==> src/rtl/pbe_pkg.sv <==
// ----------------------------------------------------------------------------
// pbe_pkg
// Shared types and constants for the postfix boolean evaluator.
// ----------------------------------------------------------------------------
package pbe_pkg;

  localparam int unsigned STACK_DEPTH_DEF = 1024;
  localparam int unsigned VAR_W           = 26;
  localparam int unsigned APB_AW          = 2;
  localparam int unsigned APB_DW          = 32;

  // token characters
  localparam logic [7:0] CHAR_ZERO = 8'h30;  // '0'
  localparam logic [7:0] CHAR_ONE  = 8'h31;  // '1'
  localparam logic [7:0] CHAR_NOT  = 8'h2D;  // '-'
  localparam logic [7:0] CHAR_AND  = 8'h26;  // '&'
  localparam logic [7:0] CHAR_OR   = 8'h7C;  // '|'
  localparam logic [7:0] CHAR_EQ   = 8'h3D;  // '='
  localparam logic [7:0] CHAR_IMP  = 8'h3E;  // '>'
  localparam logic [7:0] CHAR_XOR  = 8'h23;  // '#'
  localparam logic [7:0] CHAR_LO_A = 8'h61;  // 'a'
  localparam logic [7:0] CHAR_LO_Z = 8'h7A;  // 'z'

  typedef enum logic [1:0] {
    ERR_OK        = 2'd0,
    ERR_INVALID   = 2'd1,
    ERR_UNDERFLOW = 2'd2,
    ERR_OVERFLOW  = 2'd3
  } err_e;

  typedef struct packed {
    logic value_bit;
    logic is_operator_result;
    logic is_final;
    err_e error_code;
  } res_t;

endpackage

==> src/rtl/pbe_stream_if.sv <==
// ----------------------------------------------------------------------------
// pbe_stream_if
// Valid/ready channels for formula tokens and evaluation results.
// ----------------------------------------------------------------------------
interface pbe_tok_if;
  logic       valid;
  logic       ready;
  logic [7:0] token_char;
  logic       start_formula;
  logic       last_token;

  modport source (output valid, token_char, start_formula, last_token, input ready);
  modport sink   (input valid, token_char, start_formula, last_token, output ready);
endinterface

interface pbe_res_if;
  logic       valid;
  logic       ready;
  logic       value_bit;
  logic       is_operator_result;
  logic       is_final;
  logic [1:0] error_code;

  modport source (output valid, value_bit, is_operator_result, is_final, error_code,
                  input ready);
  modport sink   (input valid, value_bit, is_operator_result, is_final, error_code,
                  output ready);
endinterface

==> src/rtl/pbe_eval.sv <==
// ----------------------------------------------------------------------------
// pbe_eval
// Token decode and operand stack. The top two entries live in registers,
// deeper entries in a one-port-write, one-port-read synchronous memory.
// ----------------------------------------------------------------------------
module pbe_eval
  import pbe_pkg::*;
#(
  parameter int unsigned STACK_DEPTH = STACK_DEPTH_DEF
) (
  input  logic             clk_i,
  input  logic             rst_ni,
  input  logic             accept_i,
  input  logic [7:0]       token_char_i,
  input  logic             start_formula_i,
  input  logic             last_token_i,
  input  logic [VAR_W-1:0] vars_i,
  output res_t             res_o
);

  localparam int unsigned CW = $clog2(STACK_DEPTH + 1);
  localparam int unsigned AW = $clog2(STACK_DEPTH);

  logic          mem [STACK_DEPTH];
  logic [CW-1:0] count_q, count_d;
  logic          inv_q, inv_d;
  logic          top_q, top_d;
  logic          next_q, next_d;
  logic          rd_bit_q;
  logic          byp_q, byp_d;
  logic          byp_bit_q;

  logic [CW-1:0] cnt;
  logic          inv_prev;
  logic          is_const, is_letter, is_operand, is_not, is_bin, bad_char, inv_now;
  logic          pv, third, have1, have2, full;
  logic          a_bit, b_bit, a_one, b_one, eq_val, op_val;
  logic          we;
  logic [AW-1:0] waddr, raddr;
  logic [CW-1:0] raddr_full, waddr_full;

  // effective state after an optional start
  assign cnt      = start_formula_i ? '0 : count_q;
  assign inv_prev = start_formula_i ? 1'b0 : inv_q;

  assign is_const   = (token_char_i == CHAR_ZERO) || (token_char_i == CHAR_ONE);
  assign is_letter  = (token_char_i >= CHAR_LO_A) && (token_char_i <= CHAR_LO_Z);
  assign is_operand = is_const || is_letter;
  assign is_not     = (token_char_i == CHAR_NOT);
  assign is_bin     = (token_char_i == CHAR_AND) || (token_char_i == CHAR_OR) ||
                      (token_char_i == CHAR_EQ)  || (token_char_i == CHAR_IMP) ||
                      (token_char_i == CHAR_XOR);
  assign bad_char   = !(is_operand || is_not || is_bin);
  assign inv_now    = inv_prev || bad_char;

  // 'a' has low five bits 1, so subtract one for the variable index
  assign pv = is_const ? token_char_i[0] : vars_i[token_char_i[4:0] - 5'd1];

  assign third = byp_q ? byp_bit_q : rd_bit_q;
  assign have1 = (cnt != '0);
  assign have2 = (cnt > CW'(1));
  assign full  = (cnt == CW'(STACK_DEPTH));

  // a is popped first (top), b second; an empty operand is neither 0 nor 1
  assign a_bit  = top_q;
  assign b_bit  = next_q;
  assign a_one  = have1 && a_bit;
  assign b_one  = have2 && b_bit;
  assign eq_val = (!have1 && !have2) || (have1 && have2 && (a_bit == b_bit));

  always_comb begin
    unique case (token_char_i)
      CHAR_AND: op_val = a_one && b_one;
      CHAR_OR:  op_val = a_one || b_one;
      CHAR_EQ:  op_val = eq_val;
      CHAR_IMP: op_val = (have2 && !b_bit) || a_one;
      CHAR_XOR: op_val = !eq_val;
      default:  op_val = have1 && !a_bit;
    endcase
  end

  assign waddr_full = cnt - CW'(2);
  assign waddr      = waddr_full[AW-1:0];
  assign we         = accept_i && !inv_now && is_operand && !full && have2;

  always_comb begin
    count_d = count_q;
    inv_d   = inv_q;
    top_d   = top_q;
    next_d  = next_q;
    if (accept_i) begin
      count_d = cnt;
      inv_d   = inv_now;
      if (!inv_now) begin
        if (is_operand) begin
          if (!full) begin
            next_d  = top_q;
            top_d   = pv;
            count_d = cnt + CW'(1);
          end
        end else if (is_not) begin
          top_d   = op_val;
          count_d = have1 ? cnt : CW'(1);
        end else begin
          top_d   = op_val;
          next_d  = third;
          count_d = have2 ? cnt - CW'(1) : CW'(1);
        end
      end
    end
  end

  // keep the third entry prefetched for the coming count
  assign raddr_full = count_d - CW'(3);
  assign raddr      = raddr_full[AW-1:0];
  assign byp_d      = we && (waddr == raddr);

  always_ff @(posedge clk_i) begin
    if (we) begin
      mem[waddr] <= next_q;
    end
    rd_bit_q  <= mem[raddr];
    byp_bit_q <= next_q;
    top_q     <= top_d;
    next_q    <= next_d;
  end

  always_ff @(posedge clk_i or negedge rst_ni) begin
    if (!rst_ni) begin
      count_q <= '0;
      inv_q   <= 1'b0;
      byp_q   <= 1'b0;
    end else begin
      count_q <= count_d;
      inv_q   <= inv_d;
      byp_q   <= byp_d;
    end
  end

  always_comb begin
    res_o.is_final = last_token_i;
    if (inv_now) begin
      res_o.value_bit          = 1'b0;
      res_o.is_operator_result = 1'b0;
      res_o.error_code         = ERR_INVALID;
    end else if (is_operand) begin
      res_o.value_bit          = last_token_i && pv;
      res_o.is_operator_result = 1'b0;
      res_o.error_code         = full ? ERR_OVERFLOW : ERR_OK;
    end else begin
      res_o.value_bit          = op_val;
      res_o.is_operator_result = 1'b1;
      res_o.error_code         = (is_not ? !have1 : !have2) ? ERR_UNDERFLOW : ERR_OK;
    end
  end

endmodule

==> src/rtl/postfix_boolean_evaluator_top.sv <==
// ----------------------------------------------------------------------------
// postfix_boolean_evaluator_top
// Evaluates a postfix boolean formula streamed one character per transfer.
// Latency: result is valid the cycle after the token transfer.
// Throughput: one token per cycle unless the result output stalls; stack
//   top is in registers and memory prefetches the third entry each cycle.
// Reset clears stack count, invalid flag and the variable register; stack
//   memory contents are not cleared and need no clearing pass.
// ----------------------------------------------------------------------------
module postfix_boolean_evaluator_top
  import pbe_pkg::*;
#(
  parameter int unsigned STACK_DEPTH = STACK_DEPTH_DEF
) (
  input  logic              clk_i,
  input  logic              rst_ni,
  input  logic              psel,
  input  logic              penable,
  input  logic              pwrite,
  input  logic [APB_AW-1:0] paddr,
  input  logic [APB_DW-1:0] pwdata,
  output logic [APB_DW-1:0] prdata,
  output logic              pready,
  pbe_tok_if.sink           token_i,
  pbe_res_if.source         result_o
);

  logic [VAR_W-1:0] vars_q;
  logic             cfg_wr;
  logic             accept;
  logic             out_valid_q, out_valid_d;
  res_t             res;
  res_t             out_q;

  // the variable register is the only word, so every address selects it
  assign pready = 1'b1;
  assign cfg_wr = psel && penable && pwrite;
  assign prdata = APB_DW'(vars_q);

  always_ff @(posedge clk_i or negedge rst_ni) begin
    if (!rst_ni) begin
      vars_q <= '0;
    end else if (cfg_wr) begin
      vars_q <= pwdata[VAR_W-1:0];
    end
  end

  // take a new token whenever the result register is empty or draining
  assign token_i.ready = !out_valid_q || result_o.ready;
  assign accept        = token_i.valid && token_i.ready;

  pbe_eval #(
    .STACK_DEPTH(STACK_DEPTH)
  ) u_eval (
    .clk_i          (clk_i),
    .rst_ni         (rst_ni),
    .accept_i       (accept),
    .token_char_i   (token_i.token_char),
    .start_formula_i(token_i.start_formula),
    .last_token_i   (token_i.last_token),
    .vars_i         (vars_q),
    .res_o          (res)
  );

  always_comb begin
    out_valid_d = out_valid_q;
    if (accept) begin
      out_valid_d = 1'b1;
    end else if (result_o.ready) begin
      out_valid_d = 1'b0;
    end
  end

  always_ff @(posedge clk_i or negedge rst_ni) begin
    if (!rst_ni) begin
      out_valid_q <= 1'b0;
    end else begin
      out_valid_q <= out_valid_d;
    end
  end

  always_ff @(posedge clk_i) begin
    if (accept) begin
      out_q <= res;
    end
  end

  assign result_o.valid              = out_valid_q;
  assign result_o.value_bit          = out_q.value_bit;
  assign result_o.is_operator_result = out_q.is_operator_result;
  assign result_o.is_final           = out_q.is_final;
  assign result_o.error_code         = out_q.error_code;

endmodule
==> src/flat_wrapper.sv <==
// flat-port wrapper written by rule: the top's interface ports become plain ports
module postfix_boolean_evaluator_top_flat import pbe_pkg::*;
#(
  parameter int unsigned STACK_DEPTH = STACK_DEPTH_DEF
)
  (clk_i, rst_ni, psel, penable, pwrite, paddr, pwdata, prdata, pready, token_i_valid, token_i_token_char, token_i_start_formula, token_i_last_token, token_i_ready, result_o_valid, result_o_value_bit, result_o_is_operator_result, result_o_is_final, result_o_error_code, result_o_ready);
  pbe_tok_if token_i_i ();
  pbe_res_if result_o_i ();
  input  logic clk_i;
  input  logic rst_ni;
  input  logic psel;
  input  logic penable;
  input  logic pwrite;
  input  logic [APB_AW-1:0] paddr;
  input  logic [APB_DW-1:0] pwdata;
  output logic [APB_DW-1:0] prdata;
  output logic pready;
  input wire logic [$bits(token_i_i.valid)-1:0] token_i_valid;
  input wire logic [$bits(token_i_i.token_char)-1:0] token_i_token_char;
  input wire logic [$bits(token_i_i.start_formula)-1:0] token_i_start_formula;
  input wire logic [$bits(token_i_i.last_token)-1:0] token_i_last_token;
  output wire logic [$bits(token_i_i.ready)-1:0] token_i_ready;
  output wire logic [$bits(result_o_i.valid)-1:0] result_o_valid;
  output wire logic [$bits(result_o_i.value_bit)-1:0] result_o_value_bit;
  output wire logic [$bits(result_o_i.is_operator_result)-1:0] result_o_is_operator_result;
  output wire logic [$bits(result_o_i.is_final)-1:0] result_o_is_final;
  output wire logic [$bits(result_o_i.error_code)-1:0] result_o_error_code;
  input wire logic [$bits(result_o_i.ready)-1:0] result_o_ready;
  assign token_i_i.valid = token_i_valid;
  assign token_i_i.token_char = token_i_token_char;
  assign token_i_i.start_formula = token_i_start_formula;
  assign token_i_i.last_token = token_i_last_token;
  assign token_i_ready = token_i_i.ready;
  assign result_o_valid = result_o_i.valid;
  assign result_o_value_bit = result_o_i.value_bit;
  assign result_o_is_operator_result = result_o_i.is_operator_result;
  assign result_o_is_final = result_o_i.is_final;
  assign result_o_error_code = result_o_i.error_code;
  assign result_o_i.ready = result_o_ready;
  postfix_boolean_evaluator_top #(.STACK_DEPTH(STACK_DEPTH)) u_core (.clk_i(clk_i), .rst_ni(rst_ni), .psel(psel), .penable(penable), .pwrite(pwrite), .paddr(paddr), .pwdata(pwdata), .prdata(prdata), .pready(pready), .token_i(token_i_i), .result_o(result_o_i));
endmodule
==> config.mk <==
export PLATFORM = sky130hd
export DESIGN_NAME = postfix_boolean_evaluator_top_flat
export DESIGN_NICKNAME = d
export VERILOG_FILES = /design/src/rtl/pbe_pkg.sv /design/src/rtl/pbe_stream_if.sv /design/src/rtl/pbe_eval.sv /design/src/rtl/postfix_boolean_evaluator_top.sv /design/src/flat_wrapper.sv
export SDC_FILE = /design/constraint.sdc
export NUM_CORES = 2
export LEC_CHECK = 0
export BUFFER_PORTS_ARGS = -buffer_cell sky130_fd_sc_hd__buf_2
export CORE_MARGIN = 1
export CORE_UTILIZATION = 40
export CTS_CLUSTER_SIZE = 10
export DETAILED_ROUTE_END_ITERATION = 12
export PLACE_DENSITY = 0.6
export SYNTH_ARGS = -nofsm -noshare
export SYNTH_HDL_FRONTEND = slang
export SYNTH_SLANG_ARGS = --single-unit
export TNS_END_PERCENT = 20
==> constraint.sdc <==
create_clock -name clk_i -period 14.3 [get_ports clk_i]
set_clock_uncertainty 0.15 [all_clocks]
set_input_delay 2.86 -clock clk_i [delete_from_list [all_inputs] [get_ports clk_i]]
set_output_delay 2.86 -clock clk_i [all_outputs]
set_load 0.03 [all_outputs]
==> reports/results.ini <==
[layout]
fin_cells=5030
final-seq-area_sq_mm=0.0320
nNetsFinal=3454
final_common_cell=nor2_1
antenna_cells=0
nFillCells=10741
mostFrequentLayoutCells=nor2_1 (1074), edfxtp_1 (1031), mux4_2 (275), nand2_1 (185), clkbuf_16 (124)
multiInputGateArea_sq_mm=0.0147
area_growth_pct=10.5
drive_gt1_share_pct=18.7
fin_util_pct=44.7

[detailed_routing]
vias_per_cell=5.83
drtPass1Iterations=5
wl_per_cell_um=26.1
drtIter0Drc=3571
drc=0
ant_nets=0
routed_wl_um=131000
via_count=29312

[floorplan]
die_area_sq_mm=0.121
start_util_pct=40.5
core_region_area_sq_mm=0.119
die_w_um=348
ioPinCount=91
die_y_um=348
std_cell_rows=126

[clock_tree]
path_clk_slew_ps=60
h-tree-depth=3
insertion_delay_ps=720
clock_path_buffers=3
cts_root_buf=clkbuf_16
cts_tree=built
cts_buffers=120
ctsResizeCount=0
cts_sinks=1073
post-cts-setup-buffers=0
ctsHoldBuffers=0

[synth]
yosysWarnings=0
async_flop_share_pct=3.73
syn-instance-count=3444
netlist-cell-type-count=86
synth_seq_area_share_pct=66.7
syn_avg_cell_area_sq_um=13.9
netlist_area_sq_mm=0.0480
synth_top_flop_cell=edfxtp_1
synth_seq_cells=1073
synth_edf_count=1031

[setup_path]
cp.arrival_ps=9580
path_max_fanout=71
cp-end-kind=flop
required_ps=14740
startpoint_type=input port
critPathKind=in2reg
r2r_setup_slack_ps=7190
rr_startpoint=u_core.u_eval.count_q[1]
crit_start=token_i_start_formula

[placed_design]
port_buffers=75
post-place-ws_ps=4410
routabilityCongestion=0.842
place_hpwl_um=69400
place_inst=4868

[grt]
grt_pass1_wl_um=194000
gr-total-overflow=0
grt_pass1_vias=29096
antenna_found_initial=0
gr-usage-all-layers_pct=21.7
grt_max_degree=307

[sta]
min_period_ps=9140
rsz0062_at_grt=no
hold_viol_final=0
relSlewSlack_pct=-26.3
fmax_ghz=0.109
setup_viol=0
fin_tns_setup_ps=0
setup_ws_ps=5160
drv_slew=194
min_period_over_period_pct=63.9
tightest_slew_ps=1890

[worst_hold_path]
hp-start=u_core.u_eval.inv_q
hp-class=reg2reg

[outcome]
violations=slew limit
outcome=complete, but fails checks

[pwr]
power.density_mw_per_mm2=147
p_leak_uw=0.0157
ir_drop_mv=0.149

[job]
maxCapViolations=0

## registers in the layout, summed over array words and instances (netlist names)
signal / count
u_core.u_eval.mem: 1024
u_core.vars_q: 26
u_core.u_eval.count_q: 11
u_core.result_o.error_code: 2
u_core.result_o.is_final: 1
u_core.result_o.is_operator_result: 1
u_core.result_o.valid: 1
u_core.result_o.value_bit: 1
u_core.u_eval.a_bit: 1
u_core.u_eval.b_bit: 1
u_core.u_eval.byp_bit_q: 1
u_core.u_eval.byp_q: 1
u_core.u_eval.inv_q: 1
u_core.u_eval.rd_bit_q: 1
## final timing paths
path	cells after the start	endpoint
max	17	u_core.u_eval.rd_bit_q
min	1	u_core.u_eval.inv_q
min reg2reg	1	u_core.u_eval.inv_q
max in group asynchronous	1	u_core.result_o.valid
max reg2reg	16	u_core.u_eval.rd_bit_q
min in group asynchronous	1	u_core.vars_q[21]
## worst max-delay path, cell delays in order
cell	delay [ps]
buf_2	450
nor2b_1	250
inv_1	200
ha_1	460
a21oi_1	180
o31ai_2	810
or4_1	230
o211ai_2	230
nand2_8	590
buf_4	660
buf_4	800
mux4_2	410
mux4_2	460
o2111ai_1	340
a32o_1	300
nand4b_1	160
nand4_1	100
## metrics by stage
step | power (uW) | area [sq um] | hold slack, ps
after floorplan | 4650 | 48000 | 314
after global placement | 5150 | 49700 | 337
after detailed placement | 5150 | 49700 | 334
after CTS | 7870 | 53000 | 356
after global routing | 8070 | 53000 | 370
final | 7820 | 53000 | 360
## cell usage after synthesis, drive strengths merged (5+ instances only)
| cell type | n | area share (%) |
|---|---|---|
| xnor2 | 18 | 0.33 |
| a211oi | 8 | 0.14 |
| nand4 | 16 | 0.21 |
| edfxtp | 1031 | 65 |
| and3 | 11 | 0.14 |
| buf | 171 | 1.8 |
| ha | 13 | 0.34 |
| nor2b | 7 | 0.091 |
| and2 | 14 | 0.18 |
| nand2b | 8 | 0.10 |
| a22oi | 21 | 0.33 |
| o2111ai | 7 | 0.13 |
| a32oi | 11 | 0.20 |
| or3 | 5 | 0.065 |
| xor2 | 7 | 0.13 |
| mux2 | 31 | 0.73 |
| a21oi | 34 | 0.36 |
| mux4 | 275 | 13 |
| nor2 | 1077 | 8.4 |
| a31oi | 16 | 0.21 |
| nand3 | 56 | 0.58 |
| or2 | 5 | 0.065 |
| inv | 12 | 0.094 |
| clkbuf | 151 | 1.2 |
| nor3 | 19 | 0.22 |
| a22o | 6 | 0.11 |
| o211ai | 7 | 0.13 |
| mux2i | 26 | 0.54 |
| nor4 | 10 | 0.14 |
| nand2 | 221 | 1.8 |
| dfrtp | 40 | 2.1 |
| o21a | 7 | 0.11 |
| o21ai | 35 | 0.40 |
## cell type report
class                           count  share of cell area [%]
Clock buffer                      155                    6.07
Clock inverter                      7                   0.153
Inverter                           12                  0.0850
Multi-Input combinational cell   2042                    27.8
Sequential cell                  1073                    60.4
Tap cell                         1600                    3.78
Timing Repair Buffer              141                    1.74
## routing by layer
metal / share of wire [%] / vias up / track usage (%)
li1: - / 12448 / -
met1: 41 / 15431 / 29.8
met2: 48 / 1202 / 35.6
met3: 7.7 / 231 / 3.41
met4: 2.7 / 0 / 6.12
met5: 0 / - / 0
## logic make-up after synthesis
group	Yosys count	share of synthesized area, %
multiplexers	332	14.2
flip-flops	1073	66.7
buffers and inverters	334	3.03
other	2	0.0156
adder cells (fa/ha/maj)	13	0.339
XOR/XNOR	25	0.456
AO/OA/AOI/OAI	200	3.03
AND/OR/NAND/NOR	1465	12.3
## where the power goes
group | leakage [uW] | switching (uW) | total [uW] | internal [uW]
Combinational | 0.00429 | 1030 | 1620 | 599
Sequential | 0.00977 | 24.9 | 3460 | 3440
Clock | 0.00160 | 1180 | 2730 | 1560
Total | 0.0157 | 2230 | 7820 | 5590
(Power assumes the default switching activity.)
